--- src/bmods_queue.sv ---
// ----------------------------------------------------------------------------
// bmods_queue
// Small first-in first-out queue in flip-flops.
// ----------------------------------------------------------------------------
module bmods_queue #(
   parameter int WIDTH = 8,
   parameter int DEPTH = 4
) (
   input  logic             clock,
   input  logic             reset,
   input  logic             push,
   input  logic [WIDTH-1:0] wdata,
   output logic             full,
   input  logic             pop,
   output logic [WIDTH-1:0] rdata,
   output logic             empty
);

   localparam int AW = $clog2(DEPTH);
   localparam int NW = $clog2(DEPTH + 1);

   logic [WIDTH-1:0] mem_ff [DEPTH];
   logic [AW-1:0]    wr_ptr_ff, wr_ptr_in;
   logic [AW-1:0]    rd_ptr_ff, rd_ptr_in;
   logic [NW-1:0]    count_ff, count_in;
   logic             do_push, do_pop;

   assign full    = (count_ff == NW'(DEPTH));
   assign empty   = (count_ff == '0);
   assign do_push = push && !full;
   assign do_pop  = pop && !empty;
   assign rdata   = mem_ff[rd_ptr_ff];

   always_comb begin
      wr_ptr_in = wr_ptr_ff;
      rd_ptr_in = rd_ptr_ff;
      count_in  = count_ff;
      if (do_push) begin
         wr_ptr_in = (wr_ptr_ff == AW'(DEPTH - 1)) ? '0 : wr_ptr_ff + AW'(1);
      end
      if (do_pop) begin
         rd_ptr_in = (rd_ptr_ff == AW'(DEPTH - 1)) ? '0 : rd_ptr_ff + AW'(1);
      end
      if (do_push && !do_pop) begin
         count_in = count_ff + NW'(1);
      end else if (do_pop && !do_push) begin
         count_in = count_ff - NW'(1);
      end
   end

   always_ff @(posedge clock) begin
      if (reset) begin
         wr_ptr_ff <= '0;
         rd_ptr_ff <= '0;
         count_ff  <= '0;
      end else begin
         wr_ptr_ff <= wr_ptr_in;
         rd_ptr_ff <= rd_ptr_in;
         count_ff  <= count_in;
      end
   end

   always_ff @(posedge clock) begin
      if (do_push) begin
         mem_ff[wr_ptr_ff] <= wdata;
      end
   end

endmodule

--- config.mk ---
export PLATFORM = sky130hd
export DESIGN_NAME = bmods_queue
export DESIGN_NICKNAME = d
export VERILOG_FILES = /design/src/bmods_queue.sv
export SDC_FILE = /design/constraint.sdc
export NUM_CORES = 1
export LEC_CHECK = 0
export BUFFER_PORTS_ARGS = -buffer_cell sky130_fd_sc_hd__buf_2
export CAP_MARGIN = 40
export CORE_MARGIN = 10
export CORE_UTILIZATION = 55
export CTS_BUF_LIST = sky130_fd_sc_hd__clkbuf_8 sky130_fd_sc_hd__clkbuf_16
export CTS_CLUSTER_DIAMETER = 50
export CTS_CLUSTER_SIZE = 30
export DETAILED_ROUTE_END_ITERATION = 10
export GPL_ROUTABILITY_DRIVEN = 0
export GPL_TIMING_DRIVEN = 0
export PLACE_DENSITY = 0.78
export SYNTH_ARGS = -nofsm -noshare
export SYNTH_HDL_FRONTEND = slang
export SYNTH_SLANG_ARGS = --single-unit
--- constraint.sdc ---
create_clock -name clock -period 2.4 [get_ports clock]
set_input_delay 0.48 -clock clock [delete_from_list [all_inputs] [get_ports clock]]
set_output_delay 0.48 -clock clock [all_outputs]
set_load 0.03 [all_outputs]
# Word-level counts from Yosys, hierarchy flattened
# Memories as Yosys holds them, arrays and structs flattened. A register that Yosys moved wholly into a read port is not among the register bits.
# Cells that the tools add are included.
# totals
ff_bits	7
ramBits	32
inputBits	12
elab_cells	29
n_memories	1
# mem_list
memory	depth	width	read_ports	rd_ports_with_merged_regs	write_ports	line_no	source
mem_ff	4	8	1	1	1	22	logic [WIDTH-1:0] mem_ff [DEPTH];
# op_classes
n_addsub	4
eq_ne	3
mux	8
reduce_logical	10
# op_table
cell	count
2-to-1 mux 2 bit	4
2-to-1 mux 3 bit	2
adder 2 x 1 -> 2 bit (second input constant)	2
equality test 2 bit (second input constant)	2
logical AND 1 bit	4
logical NOT 1 bit	4
adder 3 x 1 -> 3 bit (second input constant)	1
equality test 3 bit (second input constant)	1
logical NOT 3 bit	1
subtractor 3 x 1 -> 3 bit (second input constant)	1
2-to-1 mux 1 bit	2
nonzero test 2 bit	1

# Logic depth before layout (Yosys ltp)
# logic_depth
depth_word	7
depth_mapped	10

# Worst setup path after synthesis
# OpenSTA, ideal clock, no wires.
# synth_path
kind	reg-to-reg
start	reg count_ff[0]
end	reg count_ff[2]
t_arrival_ns	2.145
required_ns	2.330
setup_slack_ns	0.185
stages_incl_launch_ff	11
cell_sequence	dfxtp_1 -> or3b_1 -> buf_6 -> clkinv_4 -> nor2_2 -> ha_1 -> inv_1 -> fa_1 -> xor2_1 -> or3_2 -> a21oi_1
# synth_via
elab_chain_len	6
elab_cells_between_ends	15
classes_between	2 x add/sub; 1 x eq/ne; 2 x mux; 10 x reduce/logical
# synth_rtl
item	line_no	source
start: declaration	25	logic [NW-1:0] count_ff, count_in;
start signal: assignment	59	count_ff <= count_in;
equality test 3 bit (*)	28	assign full = (count_ff == NW'(DEPTH));
via full	13	output logic full,
logical NOT 1 bit (*)	30	assign do_push = push && !full;
logical AND 1 bit (*)	30	
via do_push	26	logic do_push, do_pop;
logical NOT 1 bit	46	end else if (do_pop && !do_push) begin
logical AND 1 bit	46	
nonzero test 2 bit (no source line)	--	
# The timed path passes the listed nets; every way through them passes the cells marked *. The select of a mux whose other input is x is not followed.
# A chain may end at the register's enable or synchronous reset.

# Worst setup path after layout
# layout_path
start	reg count_ff[2]
end	reg count_ff[2]
# layout_via
elab_chain_len	6
elab_cells_between_ends	15
classes_between	2 x add/sub; 1 x eq/ne; 2 x mux; 10 x reduce/logical
# layout_rtl
item	line_no
equality test 3 bit (*)	28
logical NOT 1 bit (*)	30
logical AND 1 bit (*)	30
via do_push	26
logical NOT 1 bit	46
logical AND 1 bit	46
nonzero test 2 bit (no source line)	--
# Marks and branches as above.

==> impl_metrics.yaml <==
finish:
  nFillCells: 202
  synthToLayoutAreaGrowth_pct: 13.8
  nNetsFinal: 138
  multi_input_area_um2: 457
  layout_commonest_cell: "edfxtp_1"
  register_area_um2: 1150
  drive_gt1_frac: 0.400
  n_antenna_cell: 0
  final_area_um2: 1870
  most-common-layout-cells: "edfxtp_1 (32), buf_2 (21), mux4_2 (8), dfxtp_1 (7), ha_1 (6)"
clock_tree:
  clock_sinks: 41
  cts_buffers: 5
  cts_buffer_depth: 2
  cts_root_buf: "clkbuf_8"
  tritoncts: "built"
  path_clk_slew_ns: 0.08
  post-cts-setup-buffers: 0
  clock_latency_ns: 0.29
  htree_levels: 2
detailed_routing:
  drc: 0
  via_per_inst: 5.70
  vias: 860
  first_pass_iters: 4
  routed_wl_um: 2860
  ant_nets: 0
  drtIter0Drc: 69
  post_drt_wl_per_cell_um: 18.9
die:
  core_area_um2: 2810
  pin_count: 22
  dieArea_um2: 5580
  initial_utilization: 0.587
  rows: 19
  die_x_um: 74.7
  dieHeight_um: 74.7
timing:
  rsz0062_at_grt: "no"
  final_max_slew_viol_count: 0
  tightest_slew_ns: 0.476
  finalSetupViolCount: 0
  max_slew_margin: 0.682
  clock_skew_ns: 0.00497
  fin_tns_setup_ns: 0
  period_needed_ns: 2.24
  hold_viol_final: 0
  fmax_mhz: 447
  fin_crit_sh: 0.933
yosys:
  yosys.area.top_type: "edfxtp_1"
  yosys.area_share.simple: 0.0570
  synth-seq-area-share: 0.694
  synthAdderAreaFrac: 0.0578
  synth.distinct_cells: 26
  synth-compound-area-share: 0.0304
  synth_top_family_by_area: "multiplexers"
  synthMuxAreaShare: 0.122
  synth.avg_cell_area_um2: 17.9
  synthXorXnorAreaFrac: 0.0106
  synthCells: 92
  yosys.area.top_type_share: 0.584
  ys_ff_latch: 41
  synth_area_um2: 1650
  synth_nets: 111
  yosysWarnings: 0
  synth_area_leaders: "edfxtp_1 (58%), dfxtp_1 (11%), mux4_2 (11%), ha_1 (4.6%), and3_2 (1.8%)"
worst_setup_path:
  crit_fanout: 7
  worstSetupEndpoint: "count_ff[2]$_SDFFE_PP0P_"
  cp_cell_sequence: "or3b_1 > buf_6 > clkinv_4 > nor2_2 > ha_1 > inv_1 > fa_1 > xor2_1 > or3_2 > a21oi_1"
  start_kind: "flip-flop"
  rrSetupSlack_ns: 0.16
  r2r-end: "count_ff[2]$_SDFFE_PP0P_"
  crit_start: "count_ff[2]$_SDFFE_PP0P_"
  r2r_cells: 10
  path_class: "flip-flop to flip-flop"
  cpPeakStageDelay_ns: 0.40
  crit_slowest_cell: "or3_2"
  crit_arrival_ns: 2.46
  end_kind: "flip-flop"
  worstPathRequired_ns: 2.63
  r2r-start: "count_ff[2]$_SDFFE_PP0P_"
placed_design:
  port_buffers: 20
  place_area_um2: 1780
  dp.final_hpwl_um: 2070
outcome:
  status: "finished, final reports clean"
global_routing:
  grt_start_max_net_pins: 13
  antenna_found_initial: 0
  grtUsageTotal: 0.113
  grt_pass1_wl_um: 4510
  gr-total-overflow: 0
  grt_pass1_vias: 936
run:
  max-cap-violations: 0
power_and_ir_drop:
  ir_worst_vdd_uv: 507
  power_density_nw_per_um2: 1050
  p_leak_nw: 0.705
worst_hold_path:
  holdCritPathClass: "input pin to flip-flop"
-- worst max-delay path: cells and delay by family, from the launching register on --
kind | cells | cell delay (ns)
AO/OA/AOI/OAI | 1 | 0.14
XOR/XNOR | 1 | 0.16
adder cells (fa/ha/maj) | 2 | 0.58
buffers and inverters | 3 | 0.24
flip-flops | 1 | 0.35
AND/OR/NAND/NOR | 3 | 0.71
-- registers in the layout, summed over array words and instances (netlist names), named ones only --
signal,flops
mem_ff,32
count_ff,3
rd_ptr_ff,2
wr_ptr_ff,2
-- Yosys cell counts (all sizes together) --
cell    number
mux4         8
mux2i        2
nor2         4
nand3        2
a21oi        3
nand2        1
and3         4
xor2         2
buf          3
or3b         1
dfxtp        9
fa           1
ha           6
o21ai        2
edfxtp      32
inv          4
nor3         2
or3          2
clkinv       1
clkbuf       1
o31ai        2
-- what timing repair did --
| action | 4_1_cts | 5_1_grt |
|---|---|---|
| endpoints found under the setup margin | 0 | 1 |
| gates resized for setup | 0 | 3 |
| hold buffers | 0 | 0 |
-- layer usage --
| layer | part of all wire | global-route usage | vias to the layer above |
|---|---|---|---|
| met5 | 0 | 0 | - |
| met4 | 0.019 | 0.0567 | 0 |
| met3 | 0.057 | 0.0434 | 6 |
| met2 | 0.53 | 0.196 | 25 |
| met1 | 0.40 | 0.119 | 425 |
| li1 | - | - | 404 |
-- worst min path at each step --
stage	from	end	slack, ns	cells after the start
2_1_floorplan	rd_ptr_ff[0]$_SDFFE_PP0P_	flip-flop	0.46	2
4_1_cts	wdata[1]	mem_ff[0][1]$_DFFE_PP_	0.39	1
6_report	wdata[3]	mem_ff[0][3]$_DFFE_PP_	0.40	1
3_5_place_dp	count_ff[2]$_SDFFE_PP0P_	count_ff[2]$_SDFFE_PP0P_	0.52	2
5_1_grt	wdata[2]	mem_ff[1][2]$_DFFE_PP_	0.39	1
3_3_place_gp	rd_ptr_ff[0]$_SDFFE_PP0P_	rd_ptr_ff[0]$_SDFFE_PP0P_	0.47	2
-- power by group --
group          switching [W]  internal, W
clock network       0.000228     0.000197
registers          0.0000534     0.000871
logic               0.000366     0.000247
-- layout make-up --
class / count / area share
multi-input combinational: 42 / 0.244
tap: 31 / 0.0207
timing repair buffer: 20 / 0.0535
sequential: 41 / 0.612
clock inverter: 3 / 0.00735
clock buffer: 5 / 0.0368
inverter: 5 / 0.0127
buffer: 4 / 0.0127
-- cells by family (layout without fill, tap and decap cells) --
family,count (synthesis),count (layout)
flops,41,41
simple gates,16,16
mux,10,10
buf+inv,9,37
fa+ha+maj,7,7
compound gates,7,7
xor+xnor,2,2
-- through the flow --
step	power [W]	std cells	hold WS [ns]	setup slack [ns]	util
2_1_floorplan	0.00139	92	0.463	0.185	-
3_3_place_gp	0.00152	143	0.475	0.156	0.636
3_5_place_dp	0.00156	143	0.520	0.0910	0.636
4_1_cts	0.00198	151	0.391	0.0734	0.665
5_1_grt	0.00208	151	0.395	0.0121	0.667
6_report	0.00196	151	0.405	0.162	0.667
No activity file was read; power rests on OpenSTA's default activity.
