==> config.mk <==
export PLATFORM = sky130hd
export DESIGN_NAME = bmods_front
export DESIGN_NICKNAME = d
export VERILOG_FILES = /design/src/bmods_pkg.sv /design/src/bmods_front.sv
export SDC_FILE = /design/constraint.sdc
export NUM_CORES = 1
export LEC_CHECK = 0
export ABC_AREA = 1
export BUFFER_PORTS_ARGS = -buffer_cell sky130_fd_sc_hd__buf_2
export CORE_ASPECT_RATIO = 1.5
export CORE_MARGIN = 2
export CORE_UTILIZATION = 60
export DETAILED_ROUTE_END_ITERATION = 8
export PLACE_DENSITY_LB_ADDON = 0.05
export SYNTH_ARGS = -nofsm -noshare
export SYNTH_HDL_FRONTEND = slang
export SYNTH_SLANG_ARGS = --single-unit
==> constraint.sdc <==
create_clock -name clock -period 7.76 [get_ports clock]
set_clock_uncertainty 0.05 [all_clocks]
set_input_delay 1.552 -clock clock [delete_from_list [all_inputs] [get_ports clock]]
set_output_delay 1.552 -clock clock [all_outputs]
set_load 0.01 [all_outputs]
==> src/bmods_pkg.sv <==
// ----------------------------------------------------------------------------
// bmods_pkg
// Shared constants, codes and types of the binary mask OR downsampler.
// ----------------------------------------------------------------------------
package bmods_pkg;

   localparam int MAX_WIDTH_DEF  = 4096;
   localparam int IN_WIDTH_W     = 13;
   localparam int IN_HEIGHT_W    = 16;
   localparam int FACTOR_W       = 8;
   localparam int CSR_DATA_W     = 16;
   localparam int CSR_INDEX_W    = 2;
   localparam int QUEUE_DEPTH    = 4;
   localparam int DIV_STEPS      = 16;
   localparam int DIV_STEP_W     = $clog2(DIV_STEPS);

   localparam logic [IN_WIDTH_W-1:0]  IN_WIDTH_RST  = 13'd4096;
   localparam logic [IN_HEIGHT_W-1:0] IN_HEIGHT_RST = 16'd4096;
   localparam logic [FACTOR_W-1:0]    FACTOR_RST    = 8'd2;

   typedef enum logic [CSR_INDEX_W-1:0] {
      CSR_IN_WIDTH  = 2'd0,
      CSR_IN_HEIGHT = 2'd1,
      CSR_FACTOR    = 2'd2
   } csr_index_type;

   typedef enum logic [1:0] {
      LIM_LOAD,
      LIM_DIV,
      LIM_MUL,
      LIM_READY
   } lim_state_type;

   typedef struct packed {
      logic                   ready;
      logic [IN_WIDTH_W-1:0]  w_eff;
      logic [IN_HEIGHT_W-1:0] h_eff;
      logic [FACTOR_W-1:0]    f_m1;
      logic [IN_WIDTH_W-1:0]  ow;
      logic [IN_HEIGHT_W-1:0] ohf;
   } lim_type;

   typedef struct packed {
      logic first;
      logic pix;
      logic emit;
      logic row_end;
      logic image_end;
   } flags_type;

   typedef struct packed {
      logic out_pixel;
      logic row_end;
      logic image_end;
   } rsp_type;

endpackage

==> src/bmods_front.sv <==
// ----------------------------------------------------------------------------
// bmods_front
// Accepts pixel requests, tracks raster position and classifies each pixel
// (block start, block end with result, row and image end).
// ----------------------------------------------------------------------------
module bmods_front
   import bmods_pkg::*;
#(
   parameter int MAX_WIDTH = MAX_WIDTH_DEF
) (
   input  logic                         clock,
   input  logic                         reset,
   input  lim_type                      lim,
   input  logic                         push,
   output logic                         full,
   input  logic                         pixel,
   input  logic                         inq_full,
   output logic                         inq_push,
   output logic [$clog2(MAX_WIDTH)-1:0] inq_addr,
   output flags_type                    inq_flags
);

   localparam int CW = $clog2(MAX_WIDTH);
   localparam int XW = (CW > IN_WIDTH_W) ? CW + 1 : IN_WIDTH_W + 1;

   logic [CW-1:0]          in_col_ff, in_col_in;
   logic [IN_HEIGHT_W-1:0] in_row_ff, in_row_in;
   logic [FACTOR_W-1:0]    cib_ff, cib_in;
   logic [FACTOR_W-1:0]    rib_ff, rib_in;
   logic [CW-1:0]          out_col_ff, out_col_in;

   logic accept, col_last, row_last, cib_done, rib_done, emit, row_end;

   assign full     = !lim.ready || inq_full;
   assign accept   = push && !full;

   assign col_last = XW'(in_col_ff) >= XW'(lim.w_eff - IN_WIDTH_W'(1));
   assign row_last = in_row_ff >= (lim.h_eff - IN_HEIGHT_W'(1));
   assign cib_done = cib_ff >= lim.f_m1;
   assign rib_done = rib_ff >= lim.f_m1;
   assign emit     = cib_done && rib_done && (XW'(out_col_ff) < XW'(lim.ow)) &&
                     (in_row_ff < lim.ohf);
   assign row_end  = (XW'(out_col_ff) + XW'(1)) == XW'(lim.ow);

   assign inq_push            = accept;
   assign inq_addr            = out_col_ff;
   assign inq_flags.first     = (rib_ff == '0) && (cib_ff == '0);
   assign inq_flags.pix       = pixel;
   assign inq_flags.emit      = emit;
   assign inq_flags.row_end   = row_end;
   assign inq_flags.image_end = row_end &&
                                (({1'b0, in_row_ff} + 17'd1) == {1'b0, lim.ohf});

   // advance raster position
   always_comb begin
      in_col_in  = in_col_ff;
      in_row_in  = in_row_ff;
      cib_in     = cib_ff;
      rib_in     = rib_ff;
      out_col_in = out_col_ff;
      if (accept) begin
         if (col_last) begin
            in_col_in  = '0;
            cib_in     = '0;
            out_col_in = '0;
            if (row_last) begin
               in_row_in = '0;
               rib_in    = '0;
            end else begin
               in_row_in = in_row_ff + IN_HEIGHT_W'(1);
               rib_in    = rib_done ? '0 : rib_ff + FACTOR_W'(1);
            end
         end else begin
            in_col_in = in_col_ff + CW'(1);
            if (cib_done) begin
               cib_in     = '0;
               out_col_in = out_col_ff + CW'(1);
            end else begin
               cib_in = cib_ff + FACTOR_W'(1);
            end
         end
      end
   end

   always_ff @(posedge clock) begin
      if (reset) begin
         in_col_ff  <= '0;
         in_row_ff  <= '0;
         cib_ff     <= '0;
         rib_ff     <= '0;
         out_col_ff <= '0;
      end else begin
         in_col_ff  <= in_col_in;
         in_row_ff  <= in_row_in;
         cib_ff     <= cib_in;
         rib_ff     <= rib_in;
         out_col_ff <= out_col_in;
      end
   end

endmodule

=== After elaboration in Yosys (flattened, before gate mapping) ===
Cells that the tools add are included.

* Output and inout port bits: 19
* Logic and storage cells: 44
* Flip-flop bits (word level): 56
* Bits of input ports: 72

* Magnitude comparators: 6
* Add/subtract/negate cells: 9
* Muxes and demuxes: 8
* Reductions and logical operators: 14
* Eq/ne operators: 2

{| class="wikitable"
|+ Operator list
! cell !! number
|-
| 12-bit 2-to-1 mux || 3
|-
| 8-bit 2-to-1 mux || 4
|-
| 12-bit by 1-bit adder with 12-bit output, second input constant || 2
|-
| 16-bit by 1-bit adder with 17-bit output, second input constant || 1
|-
| 17-bit by 16-bit equality test with 1-bit output || 1
|-
| 16-bit by 1-bit adder with 16-bit output, second input constant || 1
|-
| 8-bit by 1-bit adder with 8-bit output, second input constant || 2
|-
| 16-bit greater-or-equal comparator || 1
|-
| 8-bit greater-or-equal comparator || 2
|-
| 8-bit zero test || 2
|-
| 16-bit less-than comparator || 1
|-
| 16-bit 2-to-1 mux || 1
|-
| 16-bit by 1-bit subtractor with 16-bit output, second input constant || 1
|-
| 12-bit by 14-bit greater-or-equal comparator with 1-bit output || 1
|-
| 13-bit by 1-bit subtractor with 14-bit output, second input constant || 1
|-
| 12-bit by 1-bit adder with 13-bit output, second input constant || 1
|-
| 13-bit equality test || 1
|-
| 12-bit by 13-bit less-than comparator with 1-bit output || 1
|-
| 1-bit logical AND || 6
|-
| 2-bit AND reduction || 2
|-
| 1-bit zero test || 2
|-
| 2-bit nonzero test || 1
|-
| 1-bit logical OR || 1
|}

=== Depth between registers and ports, before layout ===
* Depth after elaboration: 5
* Gate-level depth with buffers: 27
* Depth with buffers taken out: 26

=== Worst setup path before layout ===
OpenSTA, ideal clock, no wires.

* Path type: input to output
* From: input lim[34] (netlist bit)
* To: output inq_flags[2] (netlist bit)
* Path buffers: 1
* Setup slack: 3.326 ns
* Stages on the path: 10
* Arrival time: 2.832 ns
* Data required time: 6.158 ns
* Cells stage by stage: inv_1 ha_1 a21oi_1 nor2_1 a211oi_1 nand3_1 nand4_1 a21oi_1 a21boi_0 buf_4

* Word-level cells in the longest chain between the ends: 4
* Elaborated cells between the ends (all ways): 5
* Those cells by class: order compare (2); reduce/logical (3)

{| class="wikitable"
|+ Ends and longest elaborated chain
! what !! line !! RTL
|-
| from (decl) || bmods_front.sv:13 || <nowiki>input lim_type lim,</nowiki>
|-
| 8-bit greater-or-equal comparator, on equally long branches || bmods_front.sv:39, bmods_front.sv:40 ||
|-
| 1-bit logical AND (*) (3 in a row) || bmods_front.sv:41 || <nowiki>assign emit = cib_done && rib_done && (XW'(out_col_ff) < XW'(lim.ow)) &&</nowiki>
|-
| to (decl) || bmods_front.sv:20 || <nowiki>output flags_type inq_flags</nowiki>
|}

Every way passes the cells marked *; elsewhere a longest branch is shown, timed or not.

==> results_tabular.tex <==
\begin{tabular}{lr}
\hline
Metric & Value \\
\hline
\multicolumn{2}{l}{\textbf{Placed design}} \\
Half-perimeter wire length after placement & around 11 mm \\
Number of buffer cells added on primary ports & 88 \\
Placed cell areas & approximately 6400 um2 \\
Routability-driven placement congestion ratio & roughly 0.88 \\
\multicolumn{2}{l}{\textbf{Yosys}} \\
Mean instance size in the synthesized netlist & 6.53 um2 \\
Largest family of logic cells by synthesized area & simple AND/OR/NAND/NOR gates \\
Leading cell types by total area after synthesis & dfxtp\_1, ha\_1, nand2\_1 \\
Gate count after technology mapping & slightly above 900 \\
Post-synthesis share of cell area spent on xor and xnor gates & roughly 10\% \\
Post-synth ARST share & 0\% \\
Sequential-to-total area share from yosys stat & approximately a fifth \\
Top-count cell post-synth & nand2\_1 \\
Synthesized-area fraction occupied by ao, oa, aoi and oai cells & under 10\% \\
Leading post-synthesis cells by instance count & nand2\_1, inv\_1, nor2\_1 \\
Cell area after synthesis & 5960 um2 \\
Flip-flop cell with the highest count after synthesis & dfxtp\_1 \\
Mapped Nets & 1066 \\
Dominant cell type by area after synthesis & dfxtp\_1 \\
Multiplexer share of the synthesized area & 0\% \\
Fraction of the mapped netlist area in adder cells & $\sim$17\% \\
Portion of synthesized cell area occupied by the leading cell type & between 10\% and 20\% \\
Simple logic cell fraction of the synthesized area & about a third \\
Post-synthesis sequential element count & between 50 and 60 \\
Distinct cell type count after synthesis & 46 \\
Number of flops mapped to enable cells by yosys & 0 \\
Yosys synthesis warning count & 0 \\
\multicolumn{2}{l}{\textbf{Timing}} \\
Headroom to the max-slew limit & 56.7\% \\
Transition at the pin with the smallest max-transition slack & between 0.6 and 0.7 ns \\
Count of final hold-check violations & 0 \\
Pins over their slew limit & 0 \\
Setup repair after global routing missed its margin & false \\
Sum of negative setup slack & 0 ns \\
Min Clock Period, post-route & 4.88 ns \\
Final setup fails & 0 \\
FMAX & a little over 0.2 GHz \\
Part of the cycle the worst path needs & around 63\% \\
\multicolumn{2}{l}{\textbf{Worst setup path}} \\
Maximum fanout along the worst path & 7 \\
Startpoint of the worst-slack reg-to-reg timing path & in\_col\_ff[6] \\
Category of the critical setup timing path & input pin to output pin \\
CP Data Required Time & between 6 and 7 ns \\
Crit path launch type & input pin \\
Highest-delay cell along the critical path & ha\_1 \\
Peak per-stage delay on the critical path & between 0.2 and 0.3 ns \\
Arrival time of the worst setup path & about 3.3 ns \\
Sequence of cells on the critical path & buf\_2 -> inv\_1 -> ha\_1 -> nand2\_1 -> nor2\_1 -> nand4\_1 -> nand3\_1 -> nand4\_1 -> a21oi\_1 -> a21boi\_0 -> buf\_2 \\
Depth of the worst register-to-register path & 18 \\
Type of destination of the critical path & output pin \\
R2r setup slk & slightly above 5 ns \\
Capture point of the worst reg-to-reg path & rib\_ff[2] \\
\multicolumn{2}{l}{\textbf{Global route}} \\
Vias in the first global route & 5475 \\
Number of antenna violations at the first check in global routing & 0 \\
Pin count of the biggest net entering global routing & 36 \\
Wire length of the first global-routing pass & roughly 24 mm \\
GRT Overall Usage & around a quarter \\
Total congestion overflow after global routing & 0 \\
\multicolumn{2}{l}{\textbf{Detailed routing}} \\
Post-detailed-route count of antenna-violating nets & 0 \\
Count of routing violations after the opening detailed-route iteration & 216 \\
DRC violations left & 0 \\
Detailed-route via count & between 5000 and 6000 \\
Final routed wirelength across all metal layers & roughly 14 mm \\
Vias/cell & around 5.3 \\
Detailed Routing Iterations Pass 1 & 5 \\
Average detailed-routed wire length per instance & approximately 12 um \\
\multicolumn{2}{l}{\textbf{Floorplan}} \\
Number of placement rows & between 40 and 50 \\
Die Span X & around 85 um \\
Starting density of the core & 61.5\% \\
Top-level port count & between 90 and 100 \\
Total Die Area & between 10000 and 15000 um2 \\
Die Span Y & about 130 um \\
Area of the core region & just under 10000 um2 \\
\multicolumn{2}{l}{\textbf{Final layout}} \\
Area Growth Syn to Fin & 10.7\% \\
Count of nets after finishing & 1140 \\
Fraction of final layout cells with drive strength greater than 1 & between 10 and 15\% \\
Post-layout instance area & 6600 um2 \\
Diode count & 0 \\
\multicolumn{2}{l}{\textbf{Hold path}} \\
Tightest Hold Check Type & register to register \\
Min-delay src & rib\_ff[0] \\
Worst Hold Path Cells & 2 \\
Hold path endpoint & rib\_ff[0] \\
\multicolumn{2}{l}{\textbf{Pwr}} \\
Total power per unit cell area & 98.9 nW/um2 \\
Fraction of power consumed by the clock network & 40.4\% \\
Combinational fraction of design power & $\sim$15\% \\
Proportion of power drawn by flip-flops and latches & between 40 and 50\% \\
Internal Pwr Total & between 0.0004 and 0.0005 W \\
Net Sw Frac & approximately 26\% \\
Leakage power total & between 3 and 4 nW \\
Peak supply drop & 0.0839 mV \\
Net switching power & around 0.00017 W \\
\multicolumn{2}{l}{\textbf{Clock network}} \\
Clock sink count & 56 \\
Setup repair bufs after CTS & 0 \\
Number of gates resized after CTS & 0 \\
Number of buffers added by the clock tree synthesis step & 5 \\
Clock root buffer & clkbuf\_16 \\
Clock transition at the registers of the reported paths & 0.07 ns \\
Skew-Pair Late Insertion Delay & around 0.30 ns \\
CTS H-tree lvls & 2 \\
Hold Buf Count CTS & 0 \\
CTS max path bufs & 2 \\
CTS tree & done \\
\multicolumn{2}{l}{\textbf{Outcome}} \\
Outcome & finished clean \\
\multicolumn{2}{l}{\textbf{Job}} \\
Maximum capacitance violations & 0 \\
\hline
\end{tabular}
[per-layer routing]
| layer | global-route usage, % | wire length, um | up-vias |
|---|---|---|---|
| met3 | 2.49 | 532 | 19 |
| met1 | 32.1 | 5890 | 2561 |
| met4 | 8.31 | 287 | 0 |
| met5 | 0 | 0 | - |
| li1 | - | - | 3098 |
| met2 | 47.8 | 6910 | 119 |
[layout by cell type (no fill, tap or decap), types with 4 or more instances in the layout]
cell type  count
xnor3_1        4
xor2_1        39
dfxtp_1       56
nor2_1       109
a21oi_1       56
clkbuf_16      5
nand4_1       33
nand2_1      205
nor3_1        12
ha_1          81
or2_2          5
buf_2         88
nand2_2        6
nand3_1       71
nor3_2         4
xnor2_1       19
inv_1        135
o21ai_0       12
nand3b_1       4
[final cells by class]
type | instances | area [um2]
timing repair buffer | 90 | 455
clock buffer | 6 | 129
fill | 939 | 3090
tap | 115 | 144
sequential | 56 | 1120
inverter | 139 | 522
clock inverter | 2 | 38.8
multi-input combinational | 695 | 4190
[critical path, delay by kind of cell]
kind	cells	cell delay (ns)
AOI/OAI and AO/OA	2	0.40
adders and majority gates	1	0.29
buffers and inverters	3	0.32
and+or+nand+nor	5	0.74
[per-stage QoR]
stage	worst slack [ns]	power, W	hold WS (ns)	std cells	util, %
after floorplan	3.33	0.000358	0.418	913	-
after global placement	2.82	0.000393	0.442	1095	66.3
after detailed placement	2.65	0.000395	0.448	1095	66.3
after CTS	2.91	0.000657	0.460	1103	68.1
after global routing	2.55	0.000681	0.483	1103	68.1
final	2.88	0.000652	0.461	1103	68.1
[power by group through the flow]
stage,Combinational [W],Sequential [W],Clock (W)
6_report,0.0000998,0.000289,0.000263
2_1_floorplan,0.0000630,0.000295,0
4_1_cts,0.000101,0.000289,0.000268
3_5_place_dp,0.0000997,0.000295,0
5_1_grt,0.000116,0.000289,0.000276
3_3_place_gp,0.0000980,0.000295,0
[kinds of logic (layout without fill, tap and decap cells)]
family | after synthesis | count (layout)
buffers and inverters | 162 | 237
XOR/XNOR | 63 | 63
AO/OA/AOI/OAI | 87 | 87
flip-flops | 56 | 56
AND/OR/NAND/NOR | 464 | 464
adder cells (fa/ha/maj) | 81 | 81
[registers in the layout, indices dropped and copies added, names as in the netlist]
| register | count |
|---|---|
| cib_ff | 8 |
| rib_ff | 8 |
| in_row_ff | 16 |
| in_col_ff | 12 |
| inq_addr | 12 |
[how the worst max path moves through the flow]
| stage | cells past startpoint | endpoint | slack, ns | start |
|---|---|---|---|---|
| final | 11 | inq_flags[2] | 2.88 | lim[36] |
| after global routing | 21 | in_row_ff[14] | 2.55 | lim[38] |
| after CTS | 11 | inq_flags[2] | 2.91 | lim[36] |
| after detailed placement | 20 | in_row_ff[14] | 2.65 | lim[37] |
| after global placement | 20 | in_row_ff[14] | 2.82 | lim[37] |
| after floorplan | 10 | inq_flags[2] | 3.33 | lim[34] |
No activity file was read; power rests on OpenSTA's default activity.
