### config.mk
export PLATFORM = sky130hd
export DESIGN_NAME = bmods_limits
export DESIGN_NICKNAME = d
export VERILOG_FILES = /design/src/bmods_pkg.sv /design/src/bmods_limits.sv
export SDC_FILE = /design/constraint.sdc
export NUM_CORES = 1
export LEC_CHECK = 0
export CAP_MARGIN = 20
export CORE_UTILIZATION = 29
export DETAILED_ROUTE_END_ITERATION = 6
export DONT_BUFFER_PORTS = 1
export PLACE_DENSITY = 0.42
export SYNTH_ARGS = -nofsm -noshare
export SYNTH_HDL_FRONTEND = slang
export SYNTH_SLANG_ARGS = --single-unit
### constraint.sdc
create_clock -name clock -period 5.07 [get_ports clock]
set_input_delay 0.2535 -clock clock [delete_from_list [all_inputs] [get_ports clock]]
set_output_delay 0.2535 -clock clock [all_outputs]
set_load 0.01 [all_outputs]
### src/bmods_pkg.sv
// ----------------------------------------------------------------------------
// bmods_pkg
// Shared constants, codes and types of the binary mask OR downsampler.
// ----------------------------------------------------------------------------
package bmods_pkg;

   localparam int MAX_WIDTH_DEF  = 4096;
   localparam int IN_WIDTH_W     = 13;
   localparam int IN_HEIGHT_W    = 16;
   localparam int FACTOR_W       = 8;
   localparam int CSR_DATA_W     = 16;
   localparam int CSR_INDEX_W    = 2;
   localparam int QUEUE_DEPTH    = 4;
   localparam int DIV_STEPS      = 16;
   localparam int DIV_STEP_W     = $clog2(DIV_STEPS);

   localparam logic [IN_WIDTH_W-1:0]  IN_WIDTH_RST  = 13'd4096;
   localparam logic [IN_HEIGHT_W-1:0] IN_HEIGHT_RST = 16'd4096;
   localparam logic [FACTOR_W-1:0]    FACTOR_RST    = 8'd2;

   typedef enum logic [CSR_INDEX_W-1:0] {
      CSR_IN_WIDTH  = 2'd0,
      CSR_IN_HEIGHT = 2'd1,
      CSR_FACTOR    = 2'd2
   } csr_index_type;

   typedef enum logic [1:0] {
      LIM_LOAD,
      LIM_DIV,
      LIM_MUL,
      LIM_READY
   } lim_state_type;

   typedef struct packed {
      logic                   ready;
      logic [IN_WIDTH_W-1:0]  w_eff;
      logic [IN_HEIGHT_W-1:0] h_eff;
      logic [FACTOR_W-1:0]    f_m1;
      logic [IN_WIDTH_W-1:0]  ow;
      logic [IN_HEIGHT_W-1:0] ohf;
   } lim_type;

   typedef struct packed {
      logic first;
      logic pix;
      logic emit;
      logic row_end;
      logic image_end;
   } flags_type;

   typedef struct packed {
      logic out_pixel;
      logic row_end;
      logic image_end;
   } rsp_type;

endpackage

### src/bmods_limits.sv
// ----------------------------------------------------------------------------
// bmods_limits
// Configuration registers and derived frame limits (output width and the
// height covered by whole blocks), found by a two-lane serial divider.
// ----------------------------------------------------------------------------
module bmods_limits
   import bmods_pkg::*;
#(
   parameter int MAX_WIDTH = MAX_WIDTH_DEF
) (
   input  logic                   clock,
   input  logic                   reset,
   input  logic                   csr_we,
   input  logic [CSR_INDEX_W-1:0] csr_index,
   input  logic [CSR_DATA_W-1:0]  csr_wdata,
   output lim_type                lim
);

   logic [IN_WIDTH_W-1:0]  in_width_ff, in_width_in;
   logic [IN_HEIGHT_W-1:0] in_height_ff, in_height_in;
   logic [FACTOR_W-1:0]    factor_ff, factor_in;

   lim_state_type          state_ff, state_in;
   logic                   load_en, div_en, mul_en, ready;

   logic [IN_WIDTH_W-1:0]  w_eff;
   logic [IN_HEIGHT_W-1:0] h_eff;
   logic [FACTOR_W-1:0]    f_eff;

   logic [DIV_STEP_W-1:0]  step_ff, step_in;
   logic [DIV_STEPS-1:0]   quo_w_ff, quo_w_in, quo_h_ff, quo_h_in;
   logic [FACTOR_W-1:0]    rem_w_ff, rem_w_in, rem_h_ff, rem_h_in;
   logic [FACTOR_W-1:0]    f_div_ff, f_div_in;
   logic [IN_WIDTH_W-1:0]  ow_ff, ow_in;
   logic [IN_HEIGHT_W-1:0] ohf_ff, ohf_in;

   logic [FACTOR_W:0]            trial_w, trial_h;
   logic                         ge_w, ge_h;
   logic [DIV_STEPS+FACTOR_W-1:0] prod;

   // register writes
   always_comb begin
      in_width_in  = in_width_ff;
      in_height_in = in_height_ff;
      factor_in    = factor_ff;
      if (csr_we) begin
         unique case (csr_index)
            CSR_IN_WIDTH:  in_width_in  = csr_wdata[IN_WIDTH_W-1:0];
            CSR_IN_HEIGHT: in_height_in = csr_wdata[IN_HEIGHT_W-1:0];
            CSR_FACTOR:    factor_in    = csr_wdata[FACTOR_W-1:0];
            default: ;
         endcase
      end
   end

   always_ff @(posedge clock) begin
      if (reset) begin
         in_width_ff  <= IN_WIDTH_RST;
         in_height_ff <= IN_HEIGHT_RST;
         factor_ff    <= FACTOR_RST;
      end else begin
         in_width_ff  <= in_width_in;
         in_height_ff <= in_height_in;
         factor_ff    <= factor_in;
      end
   end

   // clamp to legal limits
   always_comb begin
      if (in_width_ff == '0) begin
         w_eff = IN_WIDTH_W'(1);
      end else if (32'(in_width_ff) > MAX_WIDTH) begin
         w_eff = IN_WIDTH_W'(MAX_WIDTH);
      end else begin
         w_eff = in_width_ff;
      end
      h_eff = (in_height_ff == '0) ? IN_HEIGHT_W'(1) : in_height_ff;
      f_eff = (factor_ff == '0) ? FACTOR_W'(1) : factor_ff;
   end

   // next state
   always_comb begin
      state_in = state_ff;
      if (csr_we) begin
         state_in = LIM_LOAD;
      end else begin
         unique case (state_ff)
            LIM_LOAD:  state_in = LIM_DIV;
            LIM_DIV:   state_in = (step_ff == DIV_STEP_W'(DIV_STEPS - 1)) ? LIM_MUL : LIM_DIV;
            LIM_MUL:   state_in = LIM_READY;
            LIM_READY: state_in = LIM_READY;
            default:   state_in = LIM_LOAD;
         endcase
      end
   end

   // state outputs
   always_comb begin
      load_en = 1'b0;
      div_en  = 1'b0;
      mul_en  = 1'b0;
      ready   = 1'b0;
      unique case (state_ff)
         LIM_LOAD:  load_en = 1'b1;
         LIM_DIV:   div_en  = 1'b1;
         LIM_MUL:   mul_en  = 1'b1;
         LIM_READY: ready   = 1'b1;
         default: ;
      endcase
   end

   always_ff @(posedge clock) begin
      if (reset) begin
         state_ff <= LIM_LOAD;
      end else begin
         state_ff <= state_in;
      end
   end

   // restoring division, one quotient bit per cycle on both lanes
   assign trial_w = {rem_w_ff, quo_w_ff[DIV_STEPS-1]};
   assign trial_h = {rem_h_ff, quo_h_ff[DIV_STEPS-1]};
   assign ge_w    = (trial_w >= {1'b0, f_div_ff});
   assign ge_h    = (trial_h >= {1'b0, f_div_ff});
   assign prod    = quo_h_ff * f_div_ff;

   always_comb begin
      step_in  = step_ff;
      quo_w_in = quo_w_ff;
      quo_h_in = quo_h_ff;
      rem_w_in = rem_w_ff;
      rem_h_in = rem_h_ff;
      f_div_in = f_div_ff;
      ow_in    = ow_ff;
      ohf_in   = ohf_ff;
      if (load_en) begin
         step_in  = '0;
         quo_w_in = DIV_STEPS'(w_eff);
         quo_h_in = DIV_STEPS'(h_eff);
         rem_w_in = '0;
         rem_h_in = '0;
         f_div_in = f_eff;
      end
      if (div_en) begin
         step_in  = step_ff + DIV_STEP_W'(1);
         quo_w_in = {quo_w_ff[DIV_STEPS-2:0], ge_w};
         quo_h_in = {quo_h_ff[DIV_STEPS-2:0], ge_h};
         rem_w_in = ge_w ? FACTOR_W'(trial_w - {1'b0, f_div_ff}) : trial_w[FACTOR_W-1:0];
         rem_h_in = ge_h ? FACTOR_W'(trial_h - {1'b0, f_div_ff}) : trial_h[FACTOR_W-1:0];
      end
      if (mul_en) begin
         ow_in  = quo_w_ff[IN_WIDTH_W-1:0];
         ohf_in = prod[IN_HEIGHT_W-1:0];
      end
   end

   always_ff @(posedge clock) begin
      step_ff  <= step_in;
      quo_w_ff <= quo_w_in;
      quo_h_ff <= quo_h_in;
      rem_w_ff <= rem_w_in;
      rem_h_ff <= rem_h_in;
      f_div_ff <= f_div_in;
      ow_ff    <= ow_in;
      ohf_ff   <= ohf_in;
   end

   assign lim.ready = ready;
   assign lim.w_eff = w_eff;
   assign lim.h_eff = h_eff;
   assign lim.f_m1  = f_eff - FACTOR_W'(1);
   assign lim.ow    = ow_ff;
   assign lim.ohf   = ohf_ff;

   a_write_reloads: assert property (@(posedge clock) disable iff (reset)
      csr_we |=> (state_ff == LIM_LOAD))
      else $error("configuration write did not restart the limit calculation");

   a_ow_fits: assert property (@(posedge clock) disable iff (reset)
      (state_ff == LIM_READY) |-> (32'(ow_ff) * 32'(f_eff) <= 32'(w_eff)))
      else $error("output width exceeds input width");

   a_ohf_fits: assert property (@(posedge clock) disable iff (reset)
      (state_ff == LIM_READY) |-> (ohf_ff <= h_eff))
      else $error("block rows exceed input height");

endmodule

**Word-level counts from Yosys, hierarchy flattened**

Index checks and enable logic that the tools add are counted.

- Register bits after elaboration: 128
- Input bits: 21
- Output and inout bits: 67
- Word-level logic and storage cells: 58

- $add $sub $neg: 4
- Multipliers: 1
- Magnitude comparators: 3
- Eq/ne operators: 6
- Muxes and demuxes: 21
- Reduce and logical (&&, ||, !) cells: 11

Operators with widths:

| operator | count |
|---|---|
| $mux W16 | 5 |
| $mux W8 | 6 |
| $mux W13 | 2 |
| $ge A9 B8 Y1 | 2 |
| $logic_not A16 Y1 | 1 |
| $mul A16 B8 Y16 | 1 |
| $sub A8 B8 Y8 | 2 |
| $gt A13 B13 Y1 const B | 1 |
| $logic_not A13 Y1 | 1 |
| $logic_not A8 Y1 | 1 |
| $mux W4 | 2 |
| $sub A8 B1 Y8 const B | 1 |
| $eq A2 B2 Y1 const B | 3 |
| $pmux W2 S3 | 1 |
| $reduce_and A2 Y1 | 3 |
| $add A4 B1 Y4 const B | 1 |
| $eq A2 B1 Y1 const B | 2 |
| $eq A4 B4 Y1 const B | 1 |
| $logic_not A2 Y1 | 2 |
| $mux W1 | 4 |
| $reduce_or A2 Y1 | 2 |
| $mux W2 | 1 |
| $reduce_bool A2 Y1 | 1 |

**Logic depth before layout (Yosys ltp)**

Gate-level depths: netlist of run 1.

- Depth after elaboration: 5
- Depth in mapped cells: 17
- Gate-level depth less buffers: 16

**Least setup slack after synthesis of run 1**

Ideal clock, no wire load.

- Kind: reg-to-reg
- Start point: register f_div_ff[4]
- End point: register ohf_ff[15] (data pin)
- Library setup time: 0.260 ns
- Arrival: 3.972 ns
- Data required time: 4.810 ns
- Path slack: 0.838 ns
- Stages on the path, launching flop included: 15
- Buffers on the path: 1
- Period minus slack after synthesis: 4.232 ns
- Cell sequence: edfxtp_1 > clkbuf_1 > and2_1 > fa_1 > fa_1 > inv_1 > fa_1 > fa_1 > inv_1 > ha_1 > o21ai_0 > a21boi_0 > o41ai_1 > a31oi_1 > xnor2_1

- Longest elaborated chain between the ends: 1

Ends and longest elaborated chain:

| what | RTL line | source |
|---|---|---|
| start, declared | bmods_limits.sv:33 | `logic [FACTOR_W-1:0] f_div_ff, f_div_in;` |
| start signal, assigned | bmods_limits.sv:163 | `f_div_ff <= f_div_in;` |
| $mul A16 B8 Y16 | bmods_limits.sv:125 | `assign prod = quo_h_ff * f_div_ff;` |
| net prod[15] | bmods_limits.sv:39 | `logic [DIV_STEPS+FACTOR_W-1:0] prod;` |
| end signal, assigned | bmods_limits.sv:165 | `ohf_ff <= ohf_in;` |
| end, declared | bmods_limits.sv:35 | `logic [IN_HEIGHT_W-1:0] ohf_ff, ohf_in;` |

The timed path passes the listed nets, and every way through them passes these cells.
A chain may end at the register's enable or synchronous reset.

**Worst setup path after layout of run 1**

Ends and elaborated chain as after synthesis.

==> results of run 1 <==
==> flip-flops by register name, indices dropped and copies added (netlist names), 13 cells and up <==
register and cells:
in_height_ff 16, ohf_ff 16, quo_h_ff 16, quo_w_ff 16, in_width_ff 13, ow_ff 13
==> final cells by class <==
type / instances / area [sq um] / share of cell area
multi-input combinational: 634 / 4700 / 0.475
tap: 390 / 488 / 0.0493
clock inverter: 15 / 183 / 0.0185
sequential: 128 / 3450 / 0.349
clock buffer: 17 / 425 / 0.0430
timing repair buffer: 27 / 260 / 0.0263
antenna: 2 / 5.00 / 0.000506
inverter: 102 / 383 / 0.0387
==> through the flow <==
stage	cell area (sq um)	hold slack, ns	cells
after detailed placement	9080	0.330	1261
after CTS	9890	0.00963	1312
final	9900	0.0252	1315
after global placement	9080	0.329	1261
after floorplan	8730	0.332	919
after global routing	9900	0.0221	1314
==> layout by cell type (no fill, tap or decap), drive strengths merged, types with 5 or more instances in the layout <==
| cell | n |
|---|---|
| xor2 | 11 |
| o21a | 6 |
| edfxtp | 89 |
| nor2b | 18 |
| nor2 | 40 |
| a21oi | 38 |
| xnor2 | 19 |
| mux2i | 23 |
| nor3 | 13 |
| inv | 113 |
| nand3b | 5 |
| dfxtp | 39 |
| dlygate4sd3 | 18 |
| o21ai | 19 |
| and2 | 64 |
| nor4 | 6 |
| fa | 62 |
| buf | 9 |
| nand2 | 209 |
| clkbuf | 17 |
| ha | 43 |
| nand2b | 10 |
| a21boi | 5 |
==> cell families after synthesis <==
logic type / Yosys count / share of synthesized area
AOI/OAI and AO/OA: 90 / 0.0711
DFF: 128 / 0.395
xor gates and xnor gates: 30 / 0.0301
muxes: 23 / 0.0264
adders and majority gates: 105 / 0.204
and+or+nand+nor: 386 / 0.205
buffers and inverters: 157 / 0.0679
==> worst reg2reg max path, delay by kind of cell (launching register included) <==
kind	cells	cell delay (ns)
fa+ha+maj	5	2.33
compound gates	4	0.88
flops	1	0.58
simple gates	1	0.24
xor+xnor	1	0.15
buf+inv	2	0.09
==> how the worst min path moves through the flow <==
| stage | start | endpoint | slack [ns] | cells past startpoint |
|---|---|---|---|---|
| finish | csr_wdata[6] | factor_ff[6] | 0.03 | 2 |
| global route | csr_wdata[6] | factor_ff[6] | 0.02 | 2 |
| CTS | csr_wdata[6] | factor_ff[6] | 0.01 | 2 |
| detailed placement | reset | in_width_ff[7] | 0.33 | 1 |
| global placement | reset | in_width_ff[10] | 0.33 | 1 |
| floorplan | csr_we | state_ff[0] | 0.33 | 1 |
==> power groups by stage <==
stage | registers (mW) | clock network, mW | logic (mW)
final | 1.20 | 1.30 | 0.360
after global placement | 1.22 | 0 | 0.343
after detailed placement | 1.23 | 0 | 0.342
after CTS | 1.20 | 1.34 | 0.367
after floorplan | 1.19 | 0 | 0.285
after global routing | 1.21 | 1.37 | 0.411
==> metal layers <==
layer  vias to the layer above  global-route usage
li1                       2945                   -
met1                      2873               0.196
met2                       112               0.241
met3                        14              0.0439
met4                         0              0.0409
met5                         -                   0
==> metrics, run 1 <==
die width 176 um; CTS sink count 128; Layout fillers 3,108; Worst R2R Start f_div_ff[4]; Total Routing Usage GR 0.150; Critical Path Sink Type flop; Seq pwr share 0.420; starting density of the core 0.295; most common cell in the netlist nand2_1; final number of hold-violating endpoints 0; Finish-stage setup viols 0; Slew headroom 0.334; Die Y 176 um; initial antenna violation count 1; I/O Pins 88; Synth warnings 0; maximum vdd ir drop 0.195 mV; post-synthesis async set-or-reset flop share 0; Power Total 2.86 mW; crit path to ohf_ff[15]; via count of the first global-routing pass 6,259; CTS Buf Count 17; number of cells on the critical path 13; worst path cell trace and2_1 > fa_1 > fa_1 > inv_1 > fa_1 > fa_1 > inv_1 > ha_1 > o21ai_0 > a21boi_0 > o41ai_1 > a31oi_1 > xnor2_1; FP Rows 63; first-pass GRT wire length 35,500 um; Avg Cell Area, Syn 9.50 sq um; syn_nets 1,045; outcome finished clean; reg-to-reg endpoint ohf_ff[15]; Final HPWL DP 16,100 um; slowest library cell on the worst path edfxtp_1; Clock power frac 0.454; Seq cells post-synth 128; post-detailed-routing wire length 22,000 um; setup_tns 0 ns; Synth cell types 44; antenna viol nets, final 0; # Post-CTS Setup Buffers 0; Main synth FF type edfxtp_1; Initial DRT Pass Iterations 4; uppermost layer routed met4; Setup Skew 0.0302 ns; Post-synth EDFFs 89; Crit path top cell by count fa_1; Cells after Synth 919; worst reg-to-reg path cell count 13; GR Overflow Total 0; DR WL/cell 16.7 um; Max Cap Viol 0; post_cts resized 0; Final Cycle Share 0.887; vias per cell 4.52; Required @ worst endpoint 5.25 ns; CP startpoint kind flop; met3 WL post-DR 1170 um; Worst-Margin Slew 0.997 ns; cell area power density 289 nW/um^2; Final Critical Period 4.50 ns; post-place setup slack 0.475 ns; Via Count 5,944; Reg clk slew, reported paths 0.07 ns; Setup crit start f_div_ff[4]; fmax 222 MHz; Post-Syn Area 8730 sq um; Worst EP arrival 4.67 ns; CP top delay family adder cells; Synth top area share 0.306; Net Sw Power 0.843 mW; cts-stage hold buffer count 19; final slew viol count 0; Root Driver clkbuf_16; Finished Core Util 0.334; CTS tree built; Layout area overhead 13.4%; Commonest cells post-synth nand2_1 (209), inv_1 (102), edfxtp_1 (89); Max FO, Critical Path 13; pin count of the biggest net entering global routing 54; Synth area leaders edfxtp_1 (31%), fa_1 (14%), nand2_1 (9.0%), dfxtp_1 (8.9%), ha_1 (6.2%); register area share after synthesis 0.395; initial DRC count 224; share of layout cells above drive strength 1 0.0596; internal power 2.02 mW; latest clock arrival within the worst-skew pair 0.43 ns; hold crit path type input pin to flop; critical path class flop to flop; CTS H-tree lvls 4; Leak 4.25 nW; switch share 0.295; area leader, netlist edfxtp_1; DRC viols 0; RSZ-0062 raised after global routing false; DR WL met2 10,100 um; final worst setup slack 0.573 ns; Die ar. 30,800 sq um; Metal-1 WL 10,400 um; PortBufs 0; combinational share of power 0.126; layout net count 1,036; Max clock buf depth 2; GP Congestion 0.748; Largest stage delay, worst path 0.58 ns; Core ar. 29,600 sq um; Reg2Reg Setup Slack 0.57 ns; CP Buf/Inv Count 2
Note: power is estimated with default switching activity, not from simulation.
==> inputs of run 2 (changes only) <==
Settings changed: ABC_AREA set to 1.
==> run 2 against run 1 <==
  * Worst hold slack worse by 0.0090 ns
  * Sequential power is 10% higher
  * Via count is 9.7% higher
  * Clock power is 6% lower
  * Largest power group is now sequential cells
==> metrics, run 2 <==
RSZ-0062 raised after global routing false; dpl cell area 9330 sq um; post-route cell area 9990 sq um; via count of the first global-routing pass 6,705; Max FO, Critical Path 13; post-synthesis async set-or-reset flop share 0; Final Critical Period 4.54 ns; DRC viols 0; Avg Cell Area, Syn 8.20 sq um; initial DRC count 294; Max clock buf depth 2; CTS sink count 128; final slew viol count 0; tightest hold margin 0.0162 ns; share of layout cells above drive strength 1 0.0626; latest clock arrival within the worst-skew pair 0.43 ns; Layout area overhead 10.4%; Synth area leaders edfxtp_1 (30%), fa_1 (14%), nand2_1 (11%), inv_1 (9.8%), dfxtp_1 (8.6%); Worst-Margin Slew 1.01 ns; Die Y 179 um; fmax 220 MHz; Die ar. 31,900 sq um; Final HPWL DP 16,900 um; setup_tns 0 ns; FP Rows 64; # Post-CTS Setup Buffers 0; initial antenna violation count 0; register area share after synthesis 0.382; Setup Skew 0.0152 ns; outcome finished clean; die width 179 um; Seq cells post-synth 128; Leak 4.88 nW; Power Total 3.58 mW; cts-stage hold buffer count 10; Total Routing Usage GR 0.153; Core ar. 30,700 sq um; cell area power density 358 nW/um^2; DR WL/cell 15.4 um; Synth top area share 0.295; Finish-stage setup viols 0; Via Count 6,518; area leader, netlist edfxtp_1; I/O Pins 88; post_cts resized 0; pin count of the biggest net entering global routing 54; CP startpoint kind flop; maximum vdd ir drop 0.228 mV; Cells after Synth 1,103; CTS Buf Count 17; Final Cycle Share 0.896; starting density of the core 0.295; final number of hold-violating endpoints 0; Slew headroom 0.326; Reg clk slew, reported paths 0.07 ns; Root Driver clkbuf_16; hold crit path type input pin to flop; vias per cell 4.40; Main synth FF type edfxtp_1; first-pass GRT wire length 36,600 um; Commonest cells post-synth nand2_1 (266), inv_1 (237), edfxtp_1 (89); syn_nets 1,229; CTS tree built; most frequent cells in the layout nand2_1 (266), inv_1 (236), edfxtp_1 (89); Max Cap Viol 0; critical path class flop to flop; Initial DRT Pass Iterations 4; post-detailed-routing wire length 22,900 um; GR Overflow Total 0; Critical Path Sink Type flop; PortBufs 0; Post-Syn Area 9040 sq um; Synth cell types 40; Post-synth EDFFs 89; CTS H-tree lvls 4; commonest non-fill, non-tap cell in the layout nand2_1; GP Congestion 0.816; most common cell in the netlist nand2_1; layout net count 1,199; Worst EP arrival 4.74 ns; Synth warnings 0; Required @ worst endpoint 5.26 ns; antenna viol nets, final 0
-- run 2: cell count changes after synthesis, moves of 18 or more --
cell / previous run / this run
inv_1: 102 / 237
and2_1: 64 / 0
nand2_1: 209 / 266
o21ai_0: 17 / 52
nand3_1: 1 / 33
nor2_1: 40 / 67
mux2i_1: 23 / 0
nor2b_1: 18 / 0
-- run 2: critical path, stage by stage, from the launching register on --
cell and delay [ns]:
edfxtp_1 0.73, nand2_1 0.16, fa_1 0.56, inv_1 0.05, fa_1 0.46, fa_1 0.54, inv_1 0.05, fa_1 0.52
inv_1 0.04, ha_1 0.37, a21oi_1 0.24, nor2_1 0.07, nor3_1 0.20, nand3_1 0.16, nand2_1 0.10, nand2_1 0.05
-- run 2: cells by family after synthesis --
kind of cell / Yosys count / synth area share
buffers and inverters: 311 / 0.132
adder cells (fa/ha/maj): 105 / 0.197
AO/OA/AOI/OAI: 128 / 0.0758
AND/OR/NAND/NOR: 408 / 0.191
flip-flops: 128 / 0.382
XOR/XNOR: 23 / 0.0223
-- run 2: layout make-up --
type	count	area (sq um)
fill	3256	20700
tap	396	495
antenna	1	2.50
sequential	128	3450
clock buffer	21	450
timing repair buffer	15	150
clock inverter	11	106
inverter	247	927
multi-input combinational	664	4400
-- run 2: final timing paths --
| kind | slack (ns) | endpoint | from | cells after the start |
|---|---|---|---|---|
| worst max-delay path | 0.53 | ohf_ff[15] | f_div_ff[4] | 15 |
| worst min-delay path | 0.02 | in_height_ff[14] | csr_wdata[14] | 2 |
| worst max register to register | 0.53 | ohf_ff[15] | f_div_ff[4] | 15 |
| worst min register to register | 0.43 | f_div_ff[4] | factor_ff[4] | 0 |
-- run 2: per-stage QoR --
step                setup slack (ns)   util  cells
floorplan                      0.925      -   1103
global placement               0.470  0.304   1440
detailed placement             0.480  0.304   1440
CTS                            0.488  0.326   1482
global route                   0.204  0.326   1482
finish                         0.525  0.326   1483
-- run 2: where the power goes --
group	internal, mW	switching, mW	total, mW
combinational	0.376	0.655	1.03
sequential	1.22	0.0982	1.32
clock	0.694	0.531	1.22
-- run 2: metal layers --
layer  track usage  routed length [um]  vias to the layer above  part of all wire
li1              -                   -                     3307                 -
met1         0.194               10600                     3087              0.46
met2         0.246               10500                      114              0.46
met3        0.0529                1540                       10             0.067
met4        0.0388                 188                        0            0.0082
met5             0                   0                        -                 0
==> inputs of run 3 (changes only) <==
Settings changed: HOLD_SLACK_MARGIN set to 0.06.
==> run 3 against run 2 <==
  * Clock skew increased by 0.0039 ns
  * Worst setup slack improved by 0.0062 ns
  * Final cell count increased by 0.94%
  * Core utilization increased by 0.43 points
  * Non-clock buffer count increased by 13
  * Global-route usage about the same
  * Die area unchanged
  * Largest power group unchanged
  * Combinational power about the same
  * Via count increased by 0.35%
  * Clock power about the same
==> metrics, run 3 (synthesis results as in run 2) <==
post-route cell area 10,100 sq um; starting density of the core 0.295; first-pass GRT wire length 36,700 um; CTS sink count 128; maximum vdd ir drop 0.226 mV; via count of the first global-routing pass 6,776; Slew headroom 0.312; Leak 4.93 nW; CTS H-tree lvls 4; Final Critical Period 4.54 ns; initial antenna violation count 1; fmax 220 MHz; post_cts resized 0; dpl cell area 9330 sq um; Total Routing Usage GR 0.153; share of layout cells above drive strength 1 0.0619; Final HPWL DP 16,900 um; met3 Use GR 0.0509; Max FO, Critical Path 13; Setup Skew 0.0191 ns; cell area power density 355 nW/um^2; pin count of the biggest net entering global routing 54; Layout area overhead 11.9%; Storage cell area 3450 sq um; multi-input logic area 4400 sq um; outcome finished clean; final number of hold-violating endpoints 0; Layout fillers 3,250; Die Y 179 um; post-detailed-routing wire length 22,800 um; DRC viols 0; commonest non-fill, non-tap cell in the layout nand2_1; Power Total 3.59 mW; Max Cap Viol 0; final slew viol count 0; Reg clk slew, reported paths 0.07 ns; Root Driver clkbuf_16; critical path class flop to flop; most frequent cells in the layout nand2_1 (266), inv_1 (236), edfxtp_1 (89); Required @ worst endpoint 5.26 ns; CP startpoint kind flop; die width 179 um; PortBufs 0; Initial DRT Pass Iterations 5; FP Rows 64; GRT Max-Usage Layer met2; GP Congestion 0.816; I/O Pins 88; DR WL/cell 15.2 um; Worst-Margin Slew 1.03 ns; Critical Path Sink Type flop; antenna viol nets, final 0; Finished Core Util 0.330; CTS tree built; Via Count 6,541; Max clock buf depth 2; hold crit path type input pin to flop; initial DRC count 266; CTS Buf Count 17; Die ar. 31,900 sq um; Core ar. 30,700 sq um; setup_tns 0 ns; GR Util met1 0.195; GR Overflow Total 0; Finish-stage setup viols 0; latest clock arrival within the worst-skew pair 0.43 ns; RSZ-0062 raised after global routing false; tightest hold margin 0.173 ns; layout net count 1,212; met2 Track Usage GR 0.247; Final Cycle Share 0.895; vias per cell 4.37; Worst EP arrival 4.73 ns
-- run 3: changes by cell type in the layout (fill, tap and decap cells not counted), sizes merged --
cell,delta
diode,+1
dlygate4sd3,+13
-- run 3: final timing paths --
| kind | end | cells after the start | slack, ns | start |
|---|---|---|---|---|
| min | in_height_ff[12] | 3 | 0.17 | csr_index[0] |
| max | ohf_ff[15] | 15 | 0.53 | f_div_ff[4] |
| max reg2reg | ohf_ff[15] | 15 | 0.53 | f_div_ff[4] |
| min reg2reg | f_div_ff[4] | 0 | 0.43 | factor_ff[4] |
-- run 3: metal layers --
layer	vias up	routed length (um)	part of all wire
li1	3335	-	-
met1	3079	10700	0.47
met2	119	10600	0.47
met3	8	1370	0.060
met4	0	150	0.0066
met5	-	0	0
-- run 3: stage by stage --
step                      instances  worst slack [ns]
after CTS                      1495             0.488
after detailed placement       1440             0.480
after global routing           1496             0.203
final                          1497             0.531
after global placement         1440             0.470
after floorplan                1103             0.925
-- run 3: layout make-up --
class	instances	share of cell area
multi-input combinational	664	0.435
sequential	128	0.341
inverter	247	0.0916
tap	396	0.0490
clock buffer	21	0.0445
timing repair buffer	28	0.0277
clock inverter	11	0.0105
antenna	2	0.000495
-- run 3: report_power, final --
part,switching [mW],internal (mW)
logic,0.661,0.382
clock network,0.530,0.694
registers,0.0979,1.22
total,1.29,2.30
-- run 3: repair_timing --
item	4_1_cts	5_1_grt
buffers inserted	0	0
endpoints found under the hold margin	39	0
hold buffers	23	0
-- run 3: worst max-delay path: stages, from the launching register on --
cell,delay [ns]
edfxtp_1,0.73
nand2_1,0.16
fa_1,0.56
inv_1,0.05
fa_1,0.46
fa_1,0.54
inv_1,0.05
fa_1,0.52
inv_1,0.04
ha_1,0.37
a21oi_1,0.24
nor2_1,0.07
nor3_1,0.20
nand3_1,0.16
nand2_1,0.10
nand2_1,0.05
